`config.mk`:
```
export PLATFORM = sky130hd
export DESIGN_NAME = first_fit_coalescing_allocator
export DESIGN_NICKNAME = d
export VERILOG_FILES = /design/src/sv/ffca_pkg.sv /design/src/sv/ffca_engine.sv /design/src/sv/first_fit_coalescing_allocator.sv
export SDC_FILE = /design/constraint.sdc
export NUM_CORES = 2
export LEC_CHECK = 0
export ABC_AREA = 1
export BUFFER_PORTS_ARGS = -buffer_cell sky130_fd_sc_hd__buf_2
export CAP_MARGIN = 20
export CELL_PAD_IN_SITES_DETAIL_PLACEMENT = 0
export CELL_PAD_IN_SITES_GLOBAL_PLACEMENT = 2
export CORE_MARGIN = 2
export CORE_UTILIZATION = 41
export CTS_CLUSTER_DIAMETER = 50
export DETAILED_ROUTE_END_ITERATION = 12
export GPL_ROUTABILITY_DRIVEN = 0
export PLACE_DENSITY = 0.9
export REMOVE_ABC_BUFFERS = 1
export SYNTH_ARGS = -nofsm -noshare
export SYNTH_HDL_FRONTEND = slang
export SYNTH_SLANG_ARGS = --single-unit
```
`constraint.sdc`:
```
create_clock -name aclk -period 11 [get_ports aclk]
set_clock_uncertainty 0.05 [all_clocks]
set_input_delay 2.2 -clock aclk [delete_from_list [all_inputs] [get_ports aclk]]
set_output_delay 2.2 -clock aclk [all_outputs]
set_load 0.005 [all_outputs]
```
`src/sv/ffca_pkg.sv`:
```
// ----------------------------------------------------------------------------
// ffca_pkg: shared types and constants for the first-fit allocator
// Field widths, status codes, request and result words, and sequencer states.
// ----------------------------------------------------------------------------
package ffca_pkg;

    // Widths of addresses, lengths and rounded sizes (one spare bit for overflow).
    localparam int ADDR_W = 32;
    localparam int LEN_W  = 24;
    localparam int SIZE_W = LEN_W + 1;

    // Allocation granule; a power of two so rounding is an add and a mask.
    localparam int unsigned GRAIN = 16;
    localparam logic [SIZE_W-1:0] GRAIN_MASK = SIZE_W'(GRAIN - 1);

    localparam logic [LEN_W-1:0] LEN_MAX = {LEN_W{1'b1}};

    typedef enum logic {
        KIND_ALLOC = 1'b0,
        KIND_FREE  = 1'b1
    } ffca_kind_t;

    typedef enum logic [1:0] {
        STATUS_OK      = 2'd0,
        STATUS_NOMEM   = 2'd1,
        STATUS_DROPPED = 2'd2,
        STATUS_IGNORED = 2'd3
    } ffca_status_t;

    // Configuration register indexes.
    typedef enum logic [0:0] {
        REG_ARENA_START  = 1'b0,
        REG_ARENA_LENGTH = 1'b1
    } ffca_reg_t;

    typedef struct packed {
        logic [ADDR_W-1:0] start;
        logic [LEN_W-1:0]  length;
    } ffca_arena_t;

    // One free-list entry.
    typedef struct packed {
        logic [ADDR_W-1:0] start;
        logic [LEN_W-1:0]  len;
    } ffca_entry_t;

    // Request word handed to the engine; size is already rounded to the granule.
    typedef struct packed {
        ffca_kind_t        kind;
        logic [SIZE_W-1:0] size;
        logic [ADDR_W-1:0] addr;
    } ffca_req_t;

    // Result word returned by the engine.
    typedef struct packed {
        ffca_status_t      status;
        logic [ADDR_W-1:0] granted;
        logic [LEN_W-1:0]  total;
        logic [LEN_W-1:0]  largest;
    } ffca_res_t;

    typedef enum logic [3:0] {
        ST_IDLE,
        ST_ASCAN,
        ST_CARVE,
        ST_REMOVE,
        ST_FSCAN,
        ST_FPREV,
        ST_FJOIN,
        ST_FNEXT,
        ST_INSERT,
        ST_PLACE,
        ST_SUM,
        ST_DONE
    } ffca_state_t;

endpackage

```
`src/sv/ffca_engine.sv`:
```
// ----------------------------------------------------------------------------
// ffca_engine: free-list sequencer
// Holds the sorted free list in a small memory and walks it one entry per
// cycle through a shared adder and a shared saturating length adder.
// ----------------------------------------------------------------------------
module ffca_engine #(
    parameter int FREE_SLOTS = 16
) (
    input  logic                 aclk,
    input  logic                 aresetn,
    input  logic                 start,
    input  ffca_pkg::ffca_req_t  req,
    input  ffca_pkg::ffca_arena_t arena,
    input  logic                 cfg_clear,
    input  logic                 out_free,
    output logic                 idle,
    output logic                 done,
    output ffca_pkg::ffca_res_t  res
);
    import ffca_pkg::*;

    localparam int IDX_W = $clog2(FREE_SLOTS);
    localparam int CNT_W = $clog2(FREE_SLOTS + 1);
    localparam logic [CNT_W-1:0] SLOTS = CNT_W'(FREE_SLOTS);
    localparam logic [CNT_W-1:0] ONE   = CNT_W'(1);

    // Saturating add of two lengths.
    function automatic logic [LEN_W-1:0] sat_add(input logic [LEN_W-1:0] a,
                                                 input logic [LEN_W-1:0] b);
        logic [LEN_W:0] s;
        s = {1'b0, a} + {1'b0, b};
        return s[LEN_W] ? LEN_MAX : s[LEN_W-1:0];
    endfunction

    ffca_state_t       state_reg, state_next;
    ffca_kind_t        kind_reg, kind_next;
    logic [SIZE_W-1:0] size_reg, size_next;
    logic [ADDR_W-1:0] addr_reg, addr_next;
    ffca_status_t      status_reg, status_next;
    logic [ADDR_W-1:0] granted_reg, granted_next;
    logic [CNT_W-1:0]  count_reg, count_next;
    logic [CNT_W-1:0]  idx_reg, idx_next;
    logic [CNT_W-1:0]  pos_reg, pos_next;
    logic [CNT_W-1:0]  dat_idx_reg;
    logic              loaded_reg, loaded_next;
    logic              prime_reg, prime_next;
    logic              have_prev_reg, have_prev_next;
    ffca_entry_t       prev_reg, prev_next;
    ffca_entry_t       cur_reg, cur_next;
    logic [LEN_W-1:0]  total_reg, total_next;
    logic [LEN_W-1:0]  largest_reg, largest_next;

    // Free-list memory: one write port, one registered read port.
    ffca_entry_t       mem [FREE_SLOTS];
    ffca_entry_t       rd_data_reg;
    logic              mem_we;
    logic [CNT_W-1:0]  mem_waddr;
    ffca_entry_t       mem_wdata;
    logic [CNT_W-1:0]  rd_addr;

    // Shared arithmetic.
    logic [ADDR_W-1:0] add_a, add_b, add_sum;
    logic [LEN_W-1:0]  sat_a, sat_b, sat_sum;
    logic [LEN_W-1:0]  size_len, carve_len;

    // Status flags of the walk.
    logic issue_more, last_data, stream_end;
    logic ins_more, ins_end;
    logic have_cur, full, fits, below;
    logic eff_loaded, early_exit;
    ffca_status_t early_status;
    logic prev_adj, end_meets_cur;

    assign size_len   = size_reg[LEN_W-1:0];
    assign issue_more = idx_reg < count_reg;
    assign last_data  = prime_reg && ((dat_idx_reg + ONE) == count_reg);
    assign stream_end = prime_reg ? last_data : !issue_more;
    assign ins_more   = idx_reg > pos_reg;
    assign ins_end    = prime_reg ? (dat_idx_reg == pos_reg) : !ins_more;
    assign have_cur   = pos_reg < count_reg;
    assign full       = count_reg >= SLOTS;
    assign fits       = {1'b0, rd_data_reg.len} >= size_reg;
    assign below      = rd_data_reg.start < addr_reg;
    assign eff_loaded = loaded_reg || (arena.length != '0);

    // Shared address adder: block end tests and carving.
    always_comb begin
        unique case (state_reg)
            ST_CARVE: begin
                add_a = cur_reg.start;
                add_b = {{(ADDR_W-LEN_W){1'b0}}, size_len};
            end
            ST_FNEXT: begin
                add_a = addr_reg;
                add_b = {{(ADDR_W-LEN_W){1'b0}}, size_len};
            end
            default: begin
                add_a = prev_reg.start;
                add_b = {{(ADDR_W-LEN_W){1'b0}}, prev_reg.len};
            end
        endcase
    end

    assign add_sum       = add_a + add_b;
    assign prev_adj      = have_prev_reg && (add_sum == addr_reg);
    assign end_meets_cur = have_cur && (add_sum == cur_reg.start);
    assign carve_len     = cur_reg.len - size_len;

    // Shared saturating length adder: merges and the running total.
    always_comb begin
        unique case (state_reg)
            ST_FPREV: begin
                sat_a = prev_reg.len;
                sat_b = size_len;
            end
            ST_FJOIN: begin
                sat_a = prev_reg.len;
                sat_b = cur_reg.len;
            end
            ST_FNEXT: begin
                sat_a = cur_reg.len;
                sat_b = size_len;
            end
            default: begin
                sat_a = total_reg;
                sat_b = rd_data_reg.len;
            end
        endcase
    end

    assign sat_sum = sat_add(sat_a, sat_b);

    // Requests that are answered without touching the list.
    always_comb begin
        early_exit   = 1'b1;
        early_status = STATUS_OK;
        if (!eff_loaded) begin
            early_status = (req.kind == KIND_FREE) ? STATUS_IGNORED : STATUS_NOMEM;
        end else if (req.kind == KIND_ALLOC) begin
            early_exit   = req.size[SIZE_W-1];
            early_status = req.size[SIZE_W-1] ? STATUS_NOMEM : STATUS_OK;
        end else begin
            early_exit   = (req.addr == '0) || (req.size == '0) || req.size[SIZE_W-1];
            early_status = early_exit ? STATUS_IGNORED : STATUS_OK;
        end
    end

    // Next state.
    always_comb begin
        state_next = state_reg;
        unique case (state_reg)
            ST_IDLE: begin
                if (start) begin
                    if (early_exit) begin
                        state_next = ST_SUM;
                    end else if (req.kind == KIND_ALLOC) begin
                        state_next = ST_ASCAN;
                    end else begin
                        state_next = ST_FSCAN;
                    end
                end
            end
            ST_ASCAN: begin
                if (prime_reg && fits) begin
                    state_next = ST_CARVE;
                end else if (stream_end) begin
                    state_next = ST_SUM;
                end
            end
            ST_CARVE: begin
                state_next = (carve_len == '0) ? ST_REMOVE : ST_SUM;
            end
            ST_REMOVE: begin
                if (stream_end) begin
                    state_next = ST_SUM;
                end
            end
            ST_FSCAN: begin
                if ((prime_reg && !below) || stream_end) begin
                    state_next = ST_FPREV;
                end
            end
            ST_FPREV: begin
                state_next = prev_adj ? ST_FJOIN : ST_FNEXT;
            end
            ST_FJOIN: begin
                state_next = end_meets_cur ? ST_REMOVE : ST_SUM;
            end
            ST_FNEXT: begin
                state_next = (end_meets_cur || full) ? ST_SUM : ST_INSERT;
            end
            ST_INSERT: begin
                if (ins_end) begin
                    state_next = ST_PLACE;
                end
            end
            ST_PLACE: begin
                state_next = ST_SUM;
            end
            ST_SUM: begin
                if (stream_end) begin
                    state_next = ST_DONE;
                end
            end
            ST_DONE: begin
                if (out_free) begin
                    state_next = ST_IDLE;
                end
            end
            default: begin
                state_next = ST_IDLE;
            end
        endcase
    end

    // Datapath and memory control.
    always_comb begin
        kind_next      = kind_reg;
        size_next      = size_reg;
        addr_next      = addr_reg;
        status_next    = status_reg;
        granted_next   = granted_reg;
        count_next     = count_reg;
        idx_next       = idx_reg;
        pos_next       = pos_reg;
        loaded_next    = loaded_reg;
        prime_next     = 1'b0;
        have_prev_next = have_prev_reg;
        prev_next      = prev_reg;
        cur_next       = cur_reg;
        total_next     = total_reg;
        largest_next   = largest_reg;
        mem_we         = 1'b0;
        mem_waddr      = pos_reg;
        mem_wdata      = rd_data_reg;
        rd_addr        = idx_reg;

        unique case (state_reg)
            ST_IDLE: begin
                if (start) begin
                    kind_next      = req.kind;
                    size_next      = req.size;
                    addr_next      = req.addr;
                    status_next    = early_status;
                    granted_next   = '0;
                    have_prev_next = 1'b0;
                    idx_next       = '0;
                    total_next     = '0;
                    largest_next   = '0;
                    // First item after configuration loads the arena.
                    if (!loaded_reg && (arena.length != '0)) begin
                        mem_we      = 1'b1;
                        mem_waddr   = '0;
                        mem_wdata   = '{start: arena.start, len: arena.length};
                        count_next  = ONE;
                        loaded_next = 1'b1;
                    end
                end else if (cfg_clear) begin
                    count_next  = '0;
                    loaded_next = 1'b0;
                end
            end

            // First fit: stop at the first entry long enough.
            ST_ASCAN: begin
                if (issue_more) begin
                    idx_next = idx_reg + ONE;
                end
                prime_next = issue_more;
                if (prime_reg && fits) begin
                    cur_next = rd_data_reg;
                    pos_next = dat_idx_reg;
                end else if (stream_end) begin
                    status_next = STATUS_NOMEM;
                    idx_next    = '0;
                    prime_next  = 1'b0;
                end
            end

            // Grant the front of the block; an emptied block is removed.
            ST_CARVE: begin
                granted_next = cur_reg.start;
                if (carve_len == '0) begin
                    idx_next = pos_reg + ONE;
                end else begin
                    mem_we    = 1'b1;
                    mem_waddr = pos_reg;
                    mem_wdata = '{start: add_sum, len: carve_len};
                    idx_next  = '0;
                end
            end

            // Shift entries above the removed one down by one place.
            ST_REMOVE: begin
                if (issue_more) begin
                    idx_next = idx_reg + ONE;
                end
                prime_next = issue_more;
                if (prime_reg) begin
                    mem_we    = 1'b1;
                    mem_waddr = dat_idx_reg - ONE;
                    mem_wdata = rd_data_reg;
                end
                if (stream_end) begin
                    count_next = count_reg - ONE;
                    idx_next   = '0;
                    prime_next = 1'b0;
                end
            end

            // Find the first entry at or above the freed base.
            ST_FSCAN: begin
                if (issue_more) begin
                    idx_next = idx_reg + ONE;
                end
                prime_next = issue_more;
                if (prime_reg) begin
                    if (below) begin
                        prev_next      = rd_data_reg;
                        have_prev_next = 1'b1;
                        if (last_data) begin
                            pos_next = count_reg;
                        end
                    end else begin
                        pos_next = dat_idx_reg;
                        cur_next = rd_data_reg;
                    end
                end else if (!issue_more) begin
                    pos_next = count_reg;
                end
            end

            // Grow the block below when it ends at the freed base.
            ST_FPREV: begin
                if (prev_adj) begin
                    prev_next.len = sat_sum;
                end
            end

            // The grown block may now reach the block above: join them.
            ST_FJOIN: begin
                mem_we    = 1'b1;
                mem_waddr = pos_reg - ONE;
                if (end_meets_cur) begin
                    mem_wdata = '{start: prev_reg.start, len: sat_sum};
                    idx_next  = pos_reg + ONE;
                end else begin
                    mem_wdata = prev_reg;
                    idx_next  = '0;
                end
            end

            // Merge into the block above, or make room for a new entry.
            ST_FNEXT: begin
                if (end_meets_cur) begin
                    mem_we    = 1'b1;
                    mem_waddr = pos_reg;
                    mem_wdata = '{start: addr_reg, len: sat_sum};
                    idx_next  = '0;
                end else if (full) begin
                    status_next = STATUS_DROPPED;
                    idx_next    = '0;
                end else begin
                    idx_next = count_reg;
                end
            end

            // Shift entries from the insert point upward by one place.
            ST_INSERT: begin
                rd_addr = idx_reg - ONE;
                if (ins_more) begin
                    idx_next = idx_reg - ONE;
                end
                prime_next = ins_more;
                if (prime_reg) begin
                    mem_we    = 1'b1;
                    mem_waddr = dat_idx_reg + ONE;
                    mem_wdata = rd_data_reg;
                end
            end

            ST_PLACE: begin
                mem_we     = 1'b1;
                mem_waddr  = pos_reg;
                mem_wdata  = '{start: addr_reg, len: size_len};
                count_next = count_reg + ONE;
                idx_next   = '0;
            end

            // Running total and largest block over the whole list.
            ST_SUM: begin
                if (issue_more) begin
                    idx_next = idx_reg + ONE;
                end
                prime_next = issue_more;
                if (prime_reg) begin
                    total_next = sat_sum;
                    if (rd_data_reg.len > largest_reg) begin
                        largest_next = rd_data_reg.len;
                    end
                end
                if (stream_end) begin
                    prime_next = 1'b0;
                end
            end

            ST_DONE: begin
                idx_next = '0;
            end

            default: begin
                idx_next = '0;
            end
        endcase
    end

    // Outputs toward the top level.
    always_comb begin
        idle        = state_reg == ST_IDLE;
        done        = (state_reg == ST_DONE) && out_free;
        res.status  = status_reg;
        res.granted = granted_reg;
        res.total   = total_reg;
        res.largest = largest_reg;
    end

    // Memory write and registered read.
    always_ff @(posedge aclk) begin
        if (mem_we) begin
            mem[mem_waddr[IDX_W-1:0]] <= mem_wdata;
        end
        rd_data_reg <= mem[rd_addr[IDX_W-1:0]];
    end

    // Control state.
    always_ff @(posedge aclk) begin
        if (!aresetn) begin
            state_reg     <= ST_IDLE;
            count_reg     <= '0;
            loaded_reg    <= 1'b0;
            idx_reg       <= '0;
            pos_reg       <= '0;
            dat_idx_reg   <= '0;
            prime_reg     <= 1'b0;
            have_prev_reg <= 1'b0;
            status_reg    <= STATUS_OK;
        end else begin
            state_reg     <= state_next;
            count_reg     <= count_next;
            loaded_reg    <= loaded_next;
            idx_reg       <= idx_next;
            pos_reg       <= pos_next;
            dat_idx_reg   <= rd_addr;
            prime_reg     <= prime_next;
            have_prev_reg <= have_prev_next;
            status_reg    <= status_next;
        end
    end

    // Payload registers.
    always_ff @(posedge aclk) begin
        kind_reg    <= kind_next;
        size_reg    <= size_next;
        addr_reg    <= addr_next;
        granted_reg <= granted_next;
        prev_reg    <= prev_next;
        cur_reg     <= cur_next;
        total_reg   <= total_next;
        largest_reg <= largest_next;
    end

endmodule

```
`src/sv/first_fit_coalescing_allocator.sv`:
```
// ----------------------------------------------------------------------------
// first_fit_coalescing_allocator: first-fit arena allocator with coalescing
// Each pass over the free list (search, shift, then totals) reads one entry per
// cycle from one read port. Throughput: one word at a time; s_ready is low from
// acceptance until the result moves into the output register. Reset empties the
// list, no sweep.
// ----------------------------------------------------------------------------
module first_fit_coalescing_allocator #(
    parameter int FREE_SLOTS = 16
) (
    input  logic        aclk,
    input  logic        aresetn,
    // Input words.
    input  logic        s_valid,
    output logic        s_ready,
    input  logic        s_kind,
    input  logic [23:0] s_request_bytes,
    input  logic [31:0] s_segment_address,
    // Result words.
    output logic        m_valid,
    input  logic        m_ready,
    output logic [1:0]  m_status,
    output logic [31:0] m_granted_address,
    output logic [23:0] m_total_free,
    output logic [23:0] m_largest_block,
    // Configuration writes.
    input  logic        cfg_we,
    input  logic [0:0]  cfg_index,
    input  logic [31:0] cfg_wdata
);
    import ffca_pkg::*;

    ffca_arena_t arena_reg;
    ffca_req_t   req;
    ffca_res_t   eng_res;
    ffca_res_t   m_res_reg;
    logic        m_valid_reg, m_valid_next;
    logic        eng_idle, eng_done, start, out_free;

    // Request rounding to the granule; the spare bit flags an oversized size.
    assign req.kind = ffca_kind_t'(s_kind);
    assign req.size = ({1'b0, s_request_bytes} + GRAIN_MASK) & ~GRAIN_MASK;
    assign req.addr = s_segment_address;

    assign s_ready  = eng_idle;
    assign start    = s_valid && s_ready;
    assign out_free = !m_valid_reg || m_ready;

    // Configuration registers.
    always_ff @(posedge aclk) begin
        if (!aresetn) begin
            arena_reg <= '0;
        end else if (cfg_we) begin
            unique case (ffca_reg_t'(cfg_index))
                REG_ARENA_START:  arena_reg.start  <= cfg_wdata;
                REG_ARENA_LENGTH: arena_reg.length <= cfg_wdata[LEN_W-1:0];
                default: ;
            endcase
        end
    end

    ffca_engine #(
        .FREE_SLOTS (FREE_SLOTS)
    ) u_engine (
        .aclk      (aclk),
        .aresetn   (aresetn),
        .start     (start),
        .req       (req),
        .arena     (arena_reg),
        .cfg_clear (cfg_we),
        .out_free  (out_free),
        .idle      (eng_idle),
        .done      (eng_done),
        .res       (eng_res)
    );

    // Output register between the engine and the result channel.
    always_comb begin
        m_valid_next = m_valid_reg;
        if (eng_done) begin
            m_valid_next = 1'b1;
        end else if (m_ready) begin
            m_valid_next = 1'b0;
        end
    end

    always_ff @(posedge aclk) begin
        if (!aresetn) begin
            m_valid_reg <= 1'b0;
        end else begin
            m_valid_reg <= m_valid_next;
        end
    end

    always_ff @(posedge aclk) begin
        if (eng_done) begin
            m_res_reg <= eng_res;
        end
    end

    assign m_valid           = m_valid_reg;
    assign m_status          = m_res_reg.status;
    assign m_granted_address = m_res_reg.granted;
    assign m_total_free      = m_res_reg.total;
    assign m_largest_block   = m_res_reg.largest;

`ifndef SYNTHESIS
    // An address is granted only by a successful allocate.
    a_grant_only_ok: assert property (@(posedge aclk) disable iff (!aresetn)
        m_valid && (m_status != STATUS_OK) |-> m_granted_address == '0)
        else $error("granted address on a failed or non-allocate word");

    // The saturated total never falls below the largest block.
    a_total_covers_largest: assert property (@(posedge aclk) disable iff (!aresetn)
        m_valid |-> m_total_free >= m_largest_block)
        else $error("total free below largest block");

    // An accepted word keeps the engine busy in the next cycle.
    a_busy_after_accept: assert property (@(posedge aclk) disable iff (!aresetn)
        s_valid && s_ready |=> !s_ready)
        else $error("engine ready right after accepting a word");
`endif

endmodule

```
## Yosys cells after proc, flatten, opt, wreduce, memory -nomap -nowiden

Memories as Yosys holds them, arrays and structs flattened. A register that Yosys moved wholly into a read port is not among the register bits.
Index checks and enable logic that the tools add are counted.

| storage, ports and cells | value |
|---|---|
| memories | 1 |
| input bits | 95 |
| memory bits (writable) | 896 |
| logic and storage cells | 244 |
| flip-flop bits (word level) | 413 |
| output and inout port bits | 84 |

Memory list:

| memory | depth | width | rd ports | clocked after Yosys merged registers in | wr ports | RTL line | RTL |
|---|---|---|---|---|---|---|---|
| u_engine.mem | 16 | 56 | 1 | 1 | 1 | ffca_engine.sv:54 | `ffca_entry_t mem [FREE_SLOTS];` |

| operators by class | value |
|---|---|
| bitwise gates (word level) | 2 |
| multiplexer cells | 103 |
| order comparisons | 7 |
| reduce and logical (&&, ||, !) cells | 56 |
| eq/ne operators | 38 |
| $add $sub $neg | 12 |

Operator list:

| cell | number |
|---|---|
| $mux W56 | 7 |
| $pmux W56 S5 | 1 |
| $mux W24 | 10 |
| $pmux W24 S2 | 5 |
| $pmux W32 S2 | 2 |
| $pmux W56 S2 | 1 |
| $mux W5 | 19 |
| $eq A32 B32 Y1 | 2 |
| $mux W4 | 14 |
| $pmux W4 S12 | 1 |
| $pmux W5 S9 | 1 |
| $add A32 B24 Y32 | 1 |
| $logic_not A32 Y1 | 1 |
| $lt A32 B32 Y1 | 1 |
| $mux W32 | 1 |
| $ne A2 B1 Y1 const B | 16 |
| $add A24 B24 Y25 | 1 |
| $add A24 B4 Y25 const B | 1 |
| $ge A24 B25 Y1 | 1 |
| $logic_not A25 Y1 | 1 |
| $gt A24 B24 Y1 | 1 |
| $logic_not A24 Y1 | 1 |
| $reduce_and A4 Y1 | 6 |
| $reduce_bool A24 Y1 | 1 |
| 38 further kinds | 122 |

## Longest topological paths before layout

| logic depth | value |
|---|---|
| depth after elaboration | 10 |
| mapped depth | 35 |

## Cells and area by module

From an unflattened synthesis, not the netlist that was laid out.

| second synthesis, totals | value |
|---|---|
| cell total of the unflattened synthesis | 6586 |
| area, all modules | 65490.3 um2 |

By module, submodules not included:

| module | cells each | area each (um2) | sequential area each (um2) | times used |
|---|---|---|---|---|
| ffca_engine | 6129 | 60433.0 | 36084.6 | 1 |
| first_fit_coalescing_allocator | 457 | 5057.4 | 3603.5 | 1 |

## Worst setup path after synthesis

No wires, ideal clock.

| timing path | value |
|---|---|
| path kind | input -> register |
| start | in s_valid |
| end | mem u_engine.mem[0][0] (netlist name), enable pin |
| cell stages on the path | 9 |
| slack | 2.103 ns |
| arrival time | 8.377 ns |
| cell sequence | inv_1 nor2_1 nand3_1 inv_2 buf_1 nor2_1 nand4_4 nand2_2 nor2_1 |

| between the ends | value |
|---|---|
| longest elaborated chain between the ends | 5 |
| elaborated cells on any way between the ends | 7 |
| classes of those cells | mux: 6; reduce/logical: 1 |

Ends and longest elaborated chain:

| what | RTL line | RTL |
|---|---|---|
| start, declared | first_fit_coalescing_allocator.sv:14 | `input logic s_valid,` |
| $logic_and A1 B1 Y1 (*) | first_fit_coalescing_allocator.sv:46 | `assign start = s_valid && s_ready;` |
| net start | first_fit_coalescing_allocator.sv:38 | `logic eng_idle, eng_done, start, out_free;` |
| $mux W1 | ffca_engine.sv:240 | `if (start) begin` |
| $pmux W1 S5 | ffca_engine.sv:238 | `unique case (state_reg)` |
| $mux W1 | ffca_engine.sv:429 | `if (mem_we) begin` |
| $mux W1 (not written as such) | ffca_engine.sv:430 | `mem[mem_waddr[IDX_W-1:0]] <= mem_wdata;` |
| end, declared | ffca_engine.sv:54 |  |

Mark *: on every way through the listed nets, which the timed path passes. The rest lies on a longest branch.

## Final worst setup path

| timing path | value |
|---|---|
| start | reg u_engine.state_reg[0] |
| end | mem u_engine.mem[14][34] (netlist name), enable pin |

| between the ends | value |
|---|---|
| longest elaborated chain between the ends | 10 |
| elaborated cells on any way between the ends | 23 |
| classes of those cells | add/sub: 1; eq/ne: 7; mux: 9; reduce/logical: 6 |

Ends and longest elaborated chain:

| what | RTL line | RTL |
|---|---|---|
| start, declared | ffca_engine.sv:35 | `ffca_state_t state_reg, state_next;` |
| start signal, assigned | ffca_engine.sv:448 | `state_reg <= state_next;` |
| $eq A4 B2 Y1 or $eq A4 B3 Y1 (tied branches) | ffca_engine.sv:88, ffca_engine.sv:238 |  |
| $reduce_or A2 Y1 (no line) | n/a |  |
| $mux W24 | ffca_engine.sv:88 | `unique case (state_reg)` |
| $add A32 B24 Y32 | ffca_engine.sv:104 | `assign add_sum = add_a + add_b;` |
| $eq A32 B32 Y1 | ffca_engine.sv:106 | `assign end_meets_cur = have_cur && (add_sum == cur_reg.start);` |
| $logic_and A1 B1 Y1 | ffca_engine.sv:106 |  |
| $mux W1 | ffca_engine.sv:355 | `if (end_meets_cur) begin` |
| $pmux W1 S5 | ffca_engine.sv:238 |  |
| $mux W1 | ffca_engine.sv:429 |  |
| $mux W1 (not written as such) | ffca_engine.sv:430 |  |

Several ways; a longest one is shown, not always the timed one.

==> results.yml <==
route:
  routedWlPerCell_um: 26.5
  vias_per_cell: 5.79
  drt_iter0_drc: 6799
  first_pass_iters: 9
  antenna_left: 0
  totalWireLength_mm: 232
  drc_errors: 0
  num_vias: 50800
pwr:
  power.density_nw_per_um2: 363
  power.leakage_nw: 28.2
  ir_drop_uv: 248
  seq_power_share: 0.341
  p_sw_w: 0.0122
  comb_power_share: 0.456
  p_sw_frac: 0.458
  p_int_w: 0.0145
  clkPwrFrac: 0.204
sta:
  hold_viol: 0
  rsz0062_at_grt: "no"
  slew-limit-headroom: 0.172
  final.min_clock_period_ns: 8.86
  tns_ns: 0
  worst_pin_slew_ns: 1.23
  finalMaxSlewViolations: 0
  period_share: 0.805
  layout_setup_ws_ns: 2.14
  fin_hold_ws_ns: 0.367
  max_freq_ghz: 0.113
  setup_violations: 0
cells_and_area:
  syn_to_final_growth_pct: 13.8
  fin_util: 0.471
  final_cell_mix: "1456 x nand2_1, 1223 x edfxtp_1, 671 x nor2_1, 552 x nand3_1, 475 x inv_1"
  layout_commonest_cell: "nand2_1"
  drive_above_1_share: 0.0936
  largest_register_ffs: 896
  nNetsFinal: 6830
hold_path:
  min_path_cells: 0
  hold_class: "reg -> reg"
  min-delay-start: "u_engine.granted_reg[20]"
worst_setup_path:
  path_depth: 29
  worstSetupStartpoint: "u_engine.state_reg[0]"
  worstPathRequired_ns: 11.40
  worst_path_most_repeated_cell: "nand2_1"
  rr_worst_depth: 29
  max_stage_delay_ns: 0.84
  crit_fanout: 61
  cp-start-kind: "register"
  reg2reg_from: "u_engine.state_reg[0]"
  worst_path_max_delay_cell: "nor2_4"
  cp_top_family: "simple AND/OR/NAND/NOR gates"
  cp-end-kind: "register"
  criticalPathCategory: "reg -> reg"
  cp_num_buf_inv: 6
  cp.arrival_ns: 9.25
  r2r_slack_ns: 2.14
floorplan:
  fp.coreArea_um2: 156000
  die_height_um: 401
  rows: 145
  die_x_um: 401
  initial_utilization: 0.414
  die_area_um2: 161000
  io_pins: 179
synth:
  synth_edf_count: 1223
  syn_inst: 6416
  synthXorXnorAreaFrac: 0.0112
  synth_cell_types: 60
  synth_top_family_by_area: "simple AND/OR/NAND/NOR gates"
  synthAdderAreaFrac: 0.0332
  synthFlopType: "edfxtp_1"
  netlist_area_um2: 64700
  synthMuxAreaShare: 0.0173
  synth-seq-cells: 1365
  async_flop_share: 0
  syn_area_per_cell_um2: 10.1
  synth_compound_area_frac: 0.0922
  synth-simple-area-share: 0.188
  ys_seq_area_frac: 0.612
  yosys_warnings: 0
grt:
  grt_usage: 0.282
  antenna_found_initial: 17
  grt_pass1_wl_mm: 333
  grt_max_degree: 178
  grt_pass1_vias: 47400
  grt_overflow: 0
clock_network:
  clkTransAtPathRegs_ns: 0.06
  tritoncts: "yes"
  insertion_delay_ns: 0.83
  cts_buffer_depth: 3
  ctsHtreeMaxLevel: 4
  cts_root_buf: "clkbuf_16"
  cts_inserted_buffers: 163
  postCtsHoldBufs: 0
  post_cts.repair.setup_buffers: 0
  cts_resized: 0
  cts_sinks: 1365
flow_run:
  drv_cap: 0
placed_design:
  dp_hpwl_mm: 158
  detailedPlace.worstSlack_ns: 2.34
  portBuffers: 178
outcome:
  outcome: "completed"
layout make-up:
| type | instances | area (µm²) |
|---|---|---|
| antenna | 6 | 15.0 |
| clock buffer | 185 | 4170 |
| clock inverter | 115 | 1300 |
| fill | 14400 | 82800 |
| inverter | 491 | 1860 |
| multi-input combinational | 4270 | 22400 |
| sequential | 1365 | 39600 |
| tap | 2058 | 2570 |
| timing repair buffer | 275 | 1750 |
synthesized netlist by cell type, drive strengths merged (24+ instances only):
cell / instances / area share
a211oi: 32 / 0.0037
a21oi: 313 / 0.024
a221oi: 61 / 0.0083
a31oi: 65 / 0.0063
buf: 67 / 0.0050
clkbuf: 223 / 0.013
dfxtp: 142 / 0.044
edfxtp: 1223 / 0.57
ha: 165 / 0.032
inv: 489 / 0.028
mux2i: 112 / 0.017
nand2: 1473 / 0.086
nand3: 556 / 0.043
nand4: 84 / 0.0084
nor2: 704 / 0.042
nor3: 42 / 0.0033
nor4: 24 / 0.0023
o211ai: 46 / 0.0053
o21ai: 356 / 0.028
o221ai: 28 / 0.0038
xor2: 55 / 0.0074
stage by stage:
| stage | std cells | total power, W | cell area, µm² |
|---|---|---|---|
| floorplan | 6126 | 0.0165 | 63500 |
| global placement | 8457 | 0.0208 | 68100 |
| detailed placement | 8458 | 0.0209 | 68100 |
| CTS | 8758 | 0.0264 | 73600 |
| global route | 8759 | 0.0279 | 73600 |
| finish | 8765 | 0.0267 | 73600 |
routing by layer:
layer	wire [µm]	vias up	track usage
met1	97700	24700	0.401
met2	99200	2735	0.414
met3	23400	501	0.0580
li1	-	22800	-
met5	61	-	0
met4	11600	8	0.128
cell families after synthesis:
logic type | count (synthesis)
muxes | 112
and+or+nand+nor | 2907
buffers and inverters | 781
AOI/OAI and AO/OA | 1004
xor gates and xnor gates | 78
DFF | 1365
adders and majority gates | 169
path summary, 6_finish.rpt:
path	end
worst max-delay path	u_engine.mem[14][34]
worst min-delay path	m_granted_address[20]
worst max register to register	u_engine.mem[14][34]
worst min register to register	m_granted_address[20]
power by group through the flow:
stage | Combinational [W] | Sequential, W | Clock (W)
after floorplan | 0.00780 | 0.00874 | 0
after global placement | 0.0117 | 0.00914 | 0
after detailed placement | 0.0118 | 0.00916 | 0
after CTS | 0.0118 | 0.00906 | 0.00550
after global routing | 0.0131 | 0.00914 | 0.00571
final | 0.0122 | 0.00910 | 0.00544
No activity file was read; power rests on OpenSTA's default activity.
